**src/ebcpu_pkg.sv**
```systemverilog
// ebcpu_pkg: opcode and branch condition codes, field widths and constants
// for the 8-bit cpu execute step; no dependencies
`timescale 1ns / 1ps

package ebcpu_pkg;

    localparam int unsigned DATA_W = 8;
    localparam int unsigned PC_W   = 10;
    localparam int unsigned RIDX_W = 4;
    localparam int unsigned INSN_W = 16;
    localparam int unsigned NREGS  = 16;

    localparam logic [PC_W-1:0] PC_MAX = 10'h3FF;

    typedef enum logic [3:0] {
        OP_NOP = 4'd0,
        OP_HLT = 4'd1,
        OP_ADD = 4'd2,
        OP_SUB = 4'd3,
        OP_NOR = 4'd4,
        OP_AND = 4'd5,
        OP_XOR = 4'd6,
        OP_RSH = 4'd7,
        OP_LDI = 4'd8,
        OP_ADI = 4'd9,
        OP_JMP = 4'd10,
        OP_BRH = 4'd11,
        OP_CAL = 4'd12,
        OP_RET = 4'd13
    } opcode_t;

    typedef enum logic [1:0] {
        COND_ZERO      = 2'd0,
        COND_NOT_ZERO  = 2'd1,
        COND_CARRY     = 2'd2,
        COND_NOT_CARRY = 2'd3
    } cond_t;

endpackage

```
**src/eight_bit_cpu_execute_step.sv**
```systemverilog
// eight_bit_cpu_execute_step: execute stage of a small 8-bit cpu with
// register file, flags, program counter and return stack
// depends on ebcpu_pkg
`timescale 1ns / 1ps

// Usage
//   s_ channel: one 16-bit instruction word per transaction (s_valid/s_ready).
//   m_ channel: one result per instruction: next pc, halt, register write
//   (enable, index, value), flags after the instruction and stack fault.
//   An accepted instruction passes the operand stage, then the result
//   register. Throughput: one instruction per cycle while m_ready is high;
//   the register file is read as the operand stage loads (registered read with
//   bypass from the instruction retiring in the same cycle); execution and
//   all state updates happen as the result register loads.
//   The return stack keeps its top two entries in registers; deeper entries
//   live in a single-port-write memory whose registered read always holds
//   the entry needed by the next return.
//   Reset (aresetn low, synchronous): registers read as zero, flags and pc
//   clear, stack empties, both channels go idle. No clearing pass is needed.
//   Stalls: when m_ready is low the result register holds; the execute stage
//   holds its instruction, and s_ready drops once both stages are full.
//   Register r0 always reads as zero; writes to it are reported but dropped.
module eight_bit_cpu_execute_step #(
    parameter int unsigned STACK_DEPTH = 16
) (
    input  logic        aclk,
    input  logic        aresetn,
    input  logic        s_valid,
    output logic        s_ready,
    input  logic [15:0] s_instruction,
    output logic        m_valid,
    input  logic        m_ready,
    output logic [9:0]  m_next_pc,
    output logic        m_halted,
    output logic        m_reg_write_enable,
    output logic [3:0]  m_reg_write_index,
    output logic [7:0]  m_reg_write_value,
    output logic        m_zero_out,
    output logic        m_carry_out,
    output logic        m_stack_fault
);

    localparam int unsigned LW = $clog2(STACK_DEPTH + 1);
    localparam int unsigned AW = (STACK_DEPTH > 1) ? $clog2(STACK_DEPTH) : 1;
    localparam int unsigned DW = ebcpu_pkg::DATA_W;
    localparam int unsigned PW = ebcpu_pkg::PC_W;
    localparam int unsigned RW = ebcpu_pkg::RIDX_W;

    // handshake control
    logic s_fire, ex_fire, out_free;
    logic ex_valid_reg, ex_valid_next;
    logic m_valid_reg, m_valid_next;

    // operand stage
    logic [ebcpu_pkg::INSN_W-1:0] insn_reg;
    logic [DW-1:0] a_mem_reg, b_mem_reg, a_alt_reg, b_alt_reg;
    logic a_use_mem_reg, b_use_mem_reg;
    logic [DW-1:0] rf_mem [ebcpu_pkg::NREGS];
    logic [ebcpu_pkg::NREGS-1:0] rf_vld_reg;
    logic [RW-1:0] s_ra, s_rb;
    logic fwd_a, fwd_b;

    // architectural state
    logic [PW-1:0] pc_reg, pc_next;
    logic zero_reg, zero_next, carry_reg, carry_next;
    logic [LW-1:0] level_reg, level_next;
    logic [PW-1:0] tos_reg, tos_next, below_reg;
    logic [PW-1:0] stk_mem [STACK_DEPTH];
    logic push_en, pop_en, stk_wr_en;
    logic [LW-1:0] level_m1, level_m3;

    // execute stage
    ebcpu_pkg::opcode_t op;
    logic [DW-1:0] a_val, b_val, imm;
    logic [RW-1:0] ra, rc;
    logic [PW-1:0] addr, pc_inc;
    logic [DW:0] sum;
    logic [DW-1:0] wr_value;
    logic [RW-1:0] wr_index;
    logic wr_en, halted, fault, take;

    // result register
    logic [PW-1:0] out_pc_reg;
    logic out_halted_reg, out_we_reg, out_zero_reg, out_carry_reg, out_fault_reg;
    logic [RW-1:0] out_idx_reg;
    logic [DW-1:0] out_val_reg;

    // handshake
    assign out_free      = !m_valid_reg || m_ready;
    assign ex_fire       = ex_valid_reg && out_free;
    assign s_ready       = !ex_valid_reg || out_free;
    assign s_fire        = s_valid && s_ready;
    assign ex_valid_next = s_fire || (ex_valid_reg && !ex_fire);
    assign m_valid_next  = ex_fire || (m_valid_reg && !m_ready);

    // operand read addresses and bypass from the retiring instruction
    assign s_ra  = s_instruction[11:8];
    assign s_rb  = s_instruction[7:4];
    assign fwd_a = ex_fire && wr_en && (wr_index != '0) && (wr_index == s_ra);
    assign fwd_b = ex_fire && wr_en && (wr_index != '0) && (wr_index == s_rb);

    // operand selection
    assign a_val = a_use_mem_reg ? a_mem_reg : a_alt_reg;
    assign b_val = b_use_mem_reg ? b_mem_reg : b_alt_reg;

    // instruction fields
    assign op     = ebcpu_pkg::opcode_t'(insn_reg[15:12]);
    assign ra     = insn_reg[11:8];
    assign rc     = insn_reg[3:0];
    assign imm    = insn_reg[7:0];
    assign addr   = insn_reg[PW-1:0];
    assign pc_inc = pc_reg + PW'(1);

    // execute: alu, flags, branch, write back
    always_comb begin
        sum        = '0;
        wr_value   = '0;
        wr_index   = '0;
        wr_en      = 1'b0;
        halted     = 1'b0;
        take       = 1'b0;
        zero_next  = zero_reg;
        carry_next = carry_reg;
        pc_next    = pc_reg;
        case (op)
            ebcpu_pkg::OP_NOP: begin
                pc_next = pc_inc;
            end
            ebcpu_pkg::OP_HLT: begin
                halted = 1'b1;
            end
            ebcpu_pkg::OP_ADD: begin
                sum        = {1'b0, a_val} + {1'b0, b_val};
                wr_value   = sum[DW-1:0];
                carry_next = sum[DW];
                wr_index   = rc;
                wr_en      = 1'b1;
                zero_next  = (wr_value == '0);
            end
            ebcpu_pkg::OP_SUB: begin
                wr_value   = a_val - b_val;
                carry_next = (a_val < b_val);
                wr_index   = rc;
                wr_en      = 1'b1;
                zero_next  = (wr_value == '0);
            end
            ebcpu_pkg::OP_NOR: begin
                wr_value   = ~(a_val | b_val);
                carry_next = 1'b0;
                wr_index   = rc;
                wr_en      = 1'b1;
                zero_next  = (wr_value == '0);
            end
            ebcpu_pkg::OP_AND: begin
                wr_value   = a_val & b_val;
                carry_next = 1'b0;
                wr_index   = rc;
                wr_en      = 1'b1;
                zero_next  = (wr_value == '0);
            end
            ebcpu_pkg::OP_XOR: begin
                wr_value   = a_val ^ b_val;
                carry_next = 1'b0;
                wr_index   = rc;
                wr_en      = 1'b1;
                zero_next  = (wr_value == '0);
            end
            ebcpu_pkg::OP_RSH: begin
                wr_value   = a_val >> 1;
                carry_next = a_val[0];
                wr_index   = rc;
                wr_en      = 1'b1;
                zero_next  = (wr_value == '0);
            end
            ebcpu_pkg::OP_LDI: begin
                wr_value   = imm;
                zero_next  = 1'b0;
                carry_next = 1'b0;
                wr_index   = ra;
                wr_en      = 1'b1;
            end
            ebcpu_pkg::OP_ADI: begin
                sum        = {1'b0, a_val} + {1'b0, imm};
                wr_value   = sum[DW-1:0];
                carry_next = sum[DW];
                wr_index   = ra;
                wr_en      = 1'b1;
                zero_next  = (wr_value == '0);
            end
            ebcpu_pkg::OP_JMP: begin
                pc_next = addr;
            end
            ebcpu_pkg::OP_BRH: begin
                case (ebcpu_pkg::cond_t'(insn_reg[11:10]))
                    ebcpu_pkg::COND_ZERO:      take = zero_reg;
                    ebcpu_pkg::COND_NOT_ZERO:  take = !zero_reg;
                    ebcpu_pkg::COND_CARRY:     take = carry_reg;
                    ebcpu_pkg::COND_NOT_CARRY: take = !carry_reg;
                    default:                   take = 1'b0;
                endcase
                pc_next = take ? addr : pc_inc;
            end
            ebcpu_pkg::OP_CAL: begin
                pc_next = addr;
            end
            ebcpu_pkg::OP_RET: begin
                pc_next = (level_reg == '0) ? ebcpu_pkg::PC_MAX : tos_reg + PW'(1);
            end
            default: begin
                pc_next = pc_reg;
            end
        endcase
    end

    // return stack control: top two entries in registers, the rest in memory
    assign push_en   = (op == ebcpu_pkg::OP_CAL) && (level_reg < LW'(STACK_DEPTH));
    assign pop_en    = (op == ebcpu_pkg::OP_RET) && (level_reg != '0);
    assign fault     = ((op == ebcpu_pkg::OP_CAL) && !push_en)
                    || ((op == ebcpu_pkg::OP_RET) && !pop_en);
    assign level_m1  = level_reg - LW'(1);
    assign level_m3  = level_reg - LW'(3);
    assign stk_wr_en = ex_fire && push_en && (level_reg != '0);

    always_comb begin
        level_next = level_reg;
        tos_next   = tos_reg;
        if (push_en) begin
            level_next = level_reg + LW'(1);
            tos_next   = pc_reg;
        end else if (pop_en) begin
            level_next = level_m1;
            tos_next   = below_reg;
        end
    end

    // control state
    always_ff @(posedge aclk) begin
        if (!aresetn) begin
            ex_valid_reg <= 1'b0;
            m_valid_reg  <= 1'b0;
            pc_reg       <= '0;
            zero_reg     <= 1'b0;
            carry_reg    <= 1'b0;
            level_reg    <= '0;
            rf_vld_reg   <= '0;
        end else begin
            ex_valid_reg <= ex_valid_next;
            m_valid_reg  <= m_valid_next;
            if (ex_fire) begin
                pc_reg    <= pc_next;
                zero_reg  <= zero_next;
                carry_reg <= carry_next;
                level_reg <= level_next;
                if (wr_en && (wr_index != '0)) begin
                    rf_vld_reg[wr_index] <= 1'b1;
                end
            end
        end
    end

    // register file memory: one write, two registered reads
    always_ff @(posedge aclk) begin
        if (ex_fire && wr_en && (wr_index != '0)) begin
            rf_mem[wr_index] <= wr_value;
        end
        if (s_fire) begin
            a_mem_reg <= rf_mem[s_ra];
            b_mem_reg <= rf_mem[s_rb];
        end
    end

    // operand stage payload: instruction and operand source
    always_ff @(posedge aclk) begin
        if (s_fire) begin
            insn_reg      <= s_instruction;
            a_use_mem_reg <= (s_ra != '0) && rf_vld_reg[s_ra] && !fwd_a;
            b_use_mem_reg <= (s_rb != '0) && rf_vld_reg[s_rb] && !fwd_b;
            a_alt_reg     <= fwd_a ? wr_value : '0;
            b_alt_reg     <= fwd_b ? wr_value : '0;
        end
    end

    // return stack memory and top-of-stack registers
    always_ff @(posedge aclk) begin
        if (stk_wr_en) begin
            stk_mem[level_m1[AW-1:0]] <= tos_reg;
        end
        if (ex_fire && pop_en) begin
            below_reg <= stk_mem[level_m3[AW-1:0]];
        end else if (ex_fire && push_en) begin
            below_reg <= tos_reg;
        end
        if (ex_fire) begin
            tos_reg <= tos_next;
        end
    end

    // result register
    always_ff @(posedge aclk) begin
        if (ex_fire) begin
            out_pc_reg     <= pc_next;
            out_halted_reg <= halted;
            out_we_reg     <= wr_en;
            out_idx_reg    <= wr_index;
            out_val_reg    <= wr_value;
            out_zero_reg   <= zero_next;
            out_carry_reg  <= carry_next;
            out_fault_reg  <= fault;
        end
    end

    assign m_valid            = m_valid_reg;
    assign m_next_pc          = out_pc_reg;
    assign m_halted           = out_halted_reg;
    assign m_reg_write_enable = out_we_reg;
    assign m_reg_write_index  = out_idx_reg;
    assign m_reg_write_value  = out_val_reg;
    assign m_zero_out         = out_zero_reg;
    assign m_carry_out        = out_carry_reg;
    assign m_stack_fault      = out_fault_reg;

`ifndef NO_ASSERTIONS
    // stack level never passes its depth
    assert property (@(posedge aclk) disable iff (!aresetn)
        level_reg <= LW'(STACK_DEPTH))
        else $error("return stack level beyond depth");

    // input stalls only when both stages are occupied and output blocked
    assert property (@(posedge aclk) disable iff (!aresetn)
        !s_ready |-> (ex_valid_reg && m_valid_reg && !m_ready))
        else $error("input stalled with room in the pipeline");

    // no register write means zero index and value in the result
    assert property (@(posedge aclk) disable iff (!aresetn)
        (m_valid_reg && !out_we_reg) |-> (out_idx_reg == '0 && out_val_reg == '0))
        else $error("write fields set without write enable");

    // return from an empty stack lands at the top address with a fault
    assert property (@(posedge aclk) disable iff (!aresetn)
        (ex_fire && op == ebcpu_pkg::OP_RET && level_reg == '0)
        |=> (pc_reg == ebcpu_pkg::PC_MAX && out_fault_reg && level_reg == '0))
        else $error("empty-stack return mishandled");

    // halt leaves the program counter unchanged
    assert property (@(posedge aclk) disable iff (!aresetn)
        (ex_fire && op == ebcpu_pkg::OP_HLT) |=> (pc_reg == $past(pc_reg)))
        else $error("program counter moved on halt");
`endif

endmodule
```
**config.mk**
```make
export PLATFORM = sky130hd
export DESIGN_NAME = eight_bit_cpu_execute_step
export DESIGN_NICKNAME = d
export VERILOG_FILES = /design/src/ebcpu_pkg.sv /design/src/eight_bit_cpu_execute_step.sv
export SDC_FILE = /design/constraint.sdc
export NUM_CORES = 1
export LEC_CHECK = 0
export CORE_MARGIN = 3
export CORE_UTILIZATION = 60
export CTS_BUF_LIST = sky130_fd_sc_hd__clkbuf_4
export DETAILED_ROUTE_END_ITERATION = 8
export DONT_BUFFER_PORTS = 1
export PLACE_DENSITY = 0.76
export RECOVER_POWER = 100
export SLEW_MARGIN = 25
export SYNTH_ARGS = -nofsm -noshare
export SYNTH_HDL_FRONTEND = slang
export SYNTH_SLANG_ARGS = --single-unit
```
**constraint.sdc**
```tcl
create_clock -name aclk -period 9.58 [get_ports aclk]
set_input_delay 0.479 -clock aclk [delete_from_list [all_inputs] [get_ports aclk]]
set_output_delay 0.479 -clock aclk [all_outputs]
set_load 0.005 [all_outputs]
```
==> metrics, run 1 <==
post-synthesis cell type count 80; top post-synthesis cells by count edfxtp_1 (385), mux4_2 (128), nor2_1 (118); DR DRC count 0; Setup CP Type reg -> reg; Slew HR -1.50; total negative setup slack 0 ns; largest net degree at the start of global routing 51; Peak VDD IR around 0.00011 V; Skew-Pair Late Insertion Delay around 0.79 ns; min-delay worst type in -> reg; CP Launch Type flop; Synth Register Bits roughly 420; RSZ-0062 raised after global routing no; Final Cycle Share 0.605; H-Tree Depth 3; initial antenna violation count 2; status finished with violations; drt via density between 6 and 7; Root Buffer clkbuf_4; HPWL after DPL about 31 mm; via count ~12,000; max reg flops 160; Yosys top cell by area edfxtp_1; Syn Area/Cell ~15 sq um; All-Layer GR Usage 0.274; vias in the first global route 12,300; total CTS buffers about 100; die height approximately 190 um; Max Cap Viol 4; PortBufs 0; PwrDens about 180 mW/mm^2; Core ar. between 0.03 and 0.04 sq mm; met3 GRT Util 0.0727; die area roughly 0.035 sq mm; Max Clock Freq between 150 and 200 MHz; fin. max-slew vios about 180; Min Clock Period, post-route between 5 and 6 ns; fin util 0.667; crit path cell chain clkbuf_1 > inv_1 > ha_4 > or3b_1 > or2_0 > nand3_1 > o21ai_0; P_sw ~900 uW; cell at the slowest stage of the critical path clkbuf_1; Cell Area, Synth ~0.02 sq mm; Buf/Inv on CP 2; Final Hold Viols 0; final setup violation count 0; boundary pin count between 40 and 50; CP delay by family, top buffers and inverters; Internal a little under 3000 uW; Comb power frac 0.087; area growth from synthesis to layout 9.02%; CTS tree done; Synth Flop Type edfxtp_1; GRT met2 Usage 0.418; grt met1 use 0.394; Placed Area about 0.02 sq mm; worst hold slack just under 0.06 ns; CTS Sinks 419; die width 188 um; drt pass-1 iters 6; DR iter-0 viols roughly 1,400; Worst-Margin Slew roughly 3.8 ns; GRT overflow 0; Reg power frac 0.536; Routed wire per std cell roughly 25 um; Mapped Cells between 1,000 and 1,500; Setup Buffers After CTS 0; Post-Route WL about 48 mm; Post-synth EDFFs 385; FFs w/ async S/R, synth 0; share of cells above drive strength 1 0.229; Leak approximately 0.0074 uW; clock buffer depth 3; clock skew ~0.05 ns; fin nets about 1,400; Area contributors post-synth edfxtp_1 (58%), mux4_2 (14%), dfxtp_1 (3.4%), ha_1 (2.4%), nor2_1 (2.2%); Yosys top cell area share 0.580; Yosys warning count 0; global-route wire length before repair 72.9 mm; Finished Cell Area ~0.022 sq mm; Clk pwr share 0.377; worst stage delay on the critical path between 2 and 3 ns; Std-Cell Rows 66; Setup crit end kind flop; busiest grt layer met2; failing checks max-capacitance violations, max-slew violations; crit-path max FO 48; WP data required ~10 ns; Antenna Nets Post-Route 0; initial core utilization 0.612; Worst Path Arrival 6.36 ns; Net Sw Frac 0.238; post-synthesis sequential area ratio 0.614; count leader, synth edfxtp_1; Final Wtd Congestion approximately 0.94; clock slew at reported path FFs 0.07 ns
[what timing repair did]
| action | CTS | global route |
|---|---|---|
| gates resized for setup | 0 | 0 |
| hold buffers | 19 | 0 |
| hold endpoints to repair | 51 | 0 |
[area by class of cell]
| class | count | area, sq um |
|---|---|---|
| inverters | 47 | 176 |
| flip-flops and latches | 419 | 12200 |
| multi-input cells | 775 | 7180 |
| clock inverters | 34 | 195 |
| well taps | 442 | 553 |
| repair buffers | 40 | 288 |
| diodes | 2 | 5.00 |
| clock buffers | 147 | 1100 |
| fillers | 2249 | 10900 |
[cells by family (layout without fill, tap and decap cells)]
kind of cell | after synthesis | count (layout) | share of synthesized area
simple gates | 298 | 298 | 0.0729
fa+ha+maj | 42 | 42 | 0.0275
xor+xnor | 39 | 39 | 0.0171
mux | 186 | 186 | 0.175
buf+inv | 117 | 268 | 0.0255
flops | 419 | 419 | 0.614
other cells | 1 | 10 | 0.000188
compound gates | 202 | 202 | 0.0677
[metrics by stage]
stage                     worst slack, ns  power (uW)  instances
after global placement               5.65        2420       1704
after CTS                            5.59        3880       1904
after detailed placement             5.60        2420       1704
final                                3.78        3850       1906
after floorplan                      6.27        2350       1311
after global routing                 2.85        4010       1906
[power by group through the flow]
stage	logic, uW	registers, uW	clock network, uW
floorplan	258	2090	0
global placement	318	2100	0
detailed placement	322	2100	0
CTS	335	2060	1480
global route	363	2060	1580
finish	336	2060	1450
[worst reg2reg max path, cell delays in order, from the launching register on]
cell,delay (ns)
dfxtp_1,0.30
clkbuf_1,2.63
inv_1,0.47
ha_4,0.42
or3b_1,0.27
or2_0,0.43
nand3_1,0.57
o21ai_0,0.50
[final timing paths]
| check | startpoint | end | slack, ns | cells after the start |
|---|---|---|---|---|
| max reg2reg | level_reg[0]$_SDFFE_PN0P_ | below_reg[7]$_DFFE_PP_ | 3.78 | 7 |
| min | s_instruction[6] | b_mem_reg[7]$_DFFE_PP_ | 0.06 | 1 |
| min reg2reg | rf_vld_reg[6]$_SDFFE_PN0P_ | rf_vld_reg[6]$_SDFFE_PN0P_ | 0.49 | 1 |
| max | level_reg[0]$_SDFFE_PN0P_ | below_reg[7]$_DFFE_PP_ | 3.78 | 7 |
[placed cells by master, fill, tap and decap left out, drive strengths merged, types with 23 or more instances in the layout]
master,instances
nand2,65
edfxtp,385
mux4,128
nor2,122
inv,48
a21oi,57
o21ai,38
mux2i,30
ha,39
dfxtp,34
clkbuf,163
xnor2,23
clkinv,31
mux2,28
[layer usage]
layer,share of wire,wire (um)
met1,0.41,19300
met2,0.47,22100
met3,0.10,4910
met4,0.025,1170
met5,0,0
Note: power is estimated with default switching activity, not from simulation.
==> run 2, diff against run 1 <==
--- a/config.mk
+++ b/config.mk
@@ -10,7 +10,7 @@
 export CTS_BUF_LIST = sky130_fd_sc_hd__clkbuf_4
 export DETAILED_ROUTE_END_ITERATION = 8
 export DONT_BUFFER_PORTS = 1
-export PLACE_DENSITY = 0.76
+export PLACE_DENSITY = 0.79
 export RECOVER_POWER = 100
 export SLEW_MARGIN = 25
 export SYNTH_ARGS = -nofsm -noshare
==> constraint.sdc (replaced) <==
create_clock -name aclk -period 5.2 [get_ports aclk]
set_input_delay 0.26 -clock aclk [delete_from_list [all_inputs] [get_ports aclk]]
set_output_delay 0.26 -clock aclk [all_outputs]
set_load 0.005 [all_outputs]
==> run 2 against run 1 <==
Net effect:
- clock power increased by 86%
- first-iteration DRC count rose by 37%
- combinational power grew 95%
- final cell count is 0.21% higher
- fmax up 24%
- global-route usage rose by 0.81 points
- non-clock buffer count increased by 6
- the flow still finishes with violations (max-capacitance violations, max-slew violations)
- sequential power up 84%
- die area is the same
==> metrics, run 2 (synthesis results as in run 1) <==
Slew HR -0.857 (+0.644); global-route wire length before repair 75.3 mm (+3.2%); Worst R2R End rf_mem[1][5]$_DFFE_PP_; reg2reg setup slack 0.54 ns (-3.25 ns); fillers 2,202 (-2.1%); H-Tree Depth 3 (unchanged); fin nets 1,451 (+0.35%); HPWL after DPL 30.8 mm (+0.65%); vias in the first global route 12,500 (+2.1%); Worst Hold Path Cells 2 (+1); PwrDens 329 mW/mm^2 (+86%); drt pass-1 iters 5 (-1); max reg flops 160 (unchanged); most frequent cells in the layout edfxtp_1 (385), clkbuf_4 (139), mux4_2 (128); share of cells above drive strength 1 0.229 (-0.000625); clock buffer depth 3 (unchanged); Placed Area 0.0204 sq mm (about the same); Max Cap Viol 7 (+3); Root Buffer clkbuf_4; GRT overflow 0 (unchanged); Crit Reg-Reg Startpoint insn_reg[14]$_DFFE_PP_; Antenna Nets Post-Route 0 (unchanged); Post-Route WL 48.8 mm (+2.6%); PortBufs 0 (unchanged); hold buffer count at CTS 24 (+5); Resized cells post-CTS 0 (unchanged); initial core utilization 0.612 (unchanged); area growth from synthesis to layout 9.13% (about the same); Worst Path Arrival 5.13 ns (-1.23 ns); CTS tree done; min-delay src s_instruction[8]; status finished with violations; drt via density 6.56 (+2.5%); Hold Path End a_mem_reg[1]$_DFFE_PP_; crit-path max FO 20 (-58%); Setup CP Type reg -> reg; total CTS buffers 100 (-0.99%); Setup Buffers After CTS 0 (unchanged); final setup violation count 0 (unchanged); CTS Sinks 419 (unchanged); WP data required 5.66 ns (-4.49 ns); Finished Cell Area 0.0218 sq mm (about the same); Routed wire per std cell 25.5 um (+2.4%); Core ar. 0.0326 sq mm (unchanged); total negative setup slack 0 ns (unchanged); Skew-Pair Late Insertion Delay 0.80 ns (about the same); largest net degree at the start of global routing 51 (unchanged); die width 188 um (unchanged); Min Clock Period, post-route 4.66 ns (-1.13 ns); Worst-Margin Slew 2.79 ns (-0.966 ns); via count 12,500 (+2.7%); die area 0.0355 sq mm (unchanged); Final Wtd Congestion 0.944 (+0.69%); clock slew at reported path FFs 0.08 ns (about the same); failing checks max-capacitance violations, max-slew violations; die height 188 um (unchanged); Setup crit end kind flop; Std-Cell Rows 66 (unchanged); Final Hold Viols 0 (unchanged); initial antenna violation count 2 (unchanged); boundary pin count 49 (unchanged); most common library cell in the layout ignoring fill and taps edfxtp_1; All-Layer GR Usage 0.283 (+0.00813); DR DRC count 0 (unchanged); clock skew 0.102 ns (+0.0529 ns); fin. max-slew vios 215 (+23%); Leak 0.00737 uW (about the same); Peak VDD IR 0.000203 V (+83%); RSZ-0062 raised after global routing no; R2R cell count 6 (-1); Max Clock Freq 215 MHz (+24%); Final Cycle Share 0.896 (+0.291); CP Launch Type flop; DR iter-0 viols 1,898 (+37%); min-delay worst type in -> reg
[run 2: layout make-up]
type                       instances  area (sq um)  share of cell area
antenna                            2          5.00            0.000230
clock buffer                     139          1040              0.0479
clock inverter                    40           254              0.0117
inverter                          47           176             0.00810
multi-input combinational        775          7170               0.329
sequential                       419         12200               0.562
tap                              442           553              0.0254
timing repair buffer              46           323              0.0148
[run 2: per-layer routing]
metal	vias to the layer above	part of all wire	global-route usage
met1	6229	0.38	0.397
met2	832	0.46	0.426
met4	2	0.030	0.109
met5	-	0.00027	0
li1	5369	-	-
met3	103	0.12	0.0820
[run 2: stage by stage]
| step | hold slack (ns) | cells | worst slack (ns) | total power (uW) | util |
|---|---|---|---|---|---|
| after global placement | 0.359 | 1703 | 1.23 | 4450 | 0.625 |
| final | 0.0627 | 1910 | 0.539 | 7150 | 0.667 |
| after CTS | 0.000779 | 1906 | 1.09 | 7190 | 0.673 |
| after floorplan | 0.359 | 1311 | 1.89 | 4320 | - |
| after global routing | 0.0315 | 1909 | 0.585 | 7450 | 0.667 |
| after detailed placement | 0.359 | 1703 | 1.12 | 4460 | 0.625 |
[run 2: where the power goes]
part | total, uW | switching, uW | internal [uW]
Combinational | 655 | 405 | 250
Sequential | 3800 | 48.1 | 3750
Clock | 2700 | 1300 | 1400
[run 2: how the worst max path moves through the flow]
| stage | from | to | depth (start not counted) |
|---|---|---|---|
| floorplan | a_use_mem_reg$_DFFE_PP_ | m_reg_write_value[6]$_DFFE_PP_ | 13 |
| global placement | a_use_mem_reg$_DFFE_PP_ | rf_mem[4][6]$_DFFE_PP_ | 12 |
| detailed placement | a_use_mem_reg$_DFFE_PP_ | rf_mem[6][6]$_DFFE_PP_ | 12 |
| CTS | a_use_mem_reg$_DFFE_PP_ | rf_mem[6][6]$_DFFE_PP_ | 12 |
| global route | insn_reg[14]$_DFFE_PP_ | rf_mem[1][3]$_DFFE_PP_ | 6 |
| finish | insn_reg[14]$_DFFE_PP_ | rf_mem[1][5]$_DFFE_PP_ | 6 |
[run 2: critical path, cell delays in order, from the launching register on]
cell and delay (ns):
edfxtp_1 0.91, and2b_1 0.32, and2_0 0.34, a22oi_1 0.77, nand2_1 0.24, nor4_1 1.50
buf_6 0.29
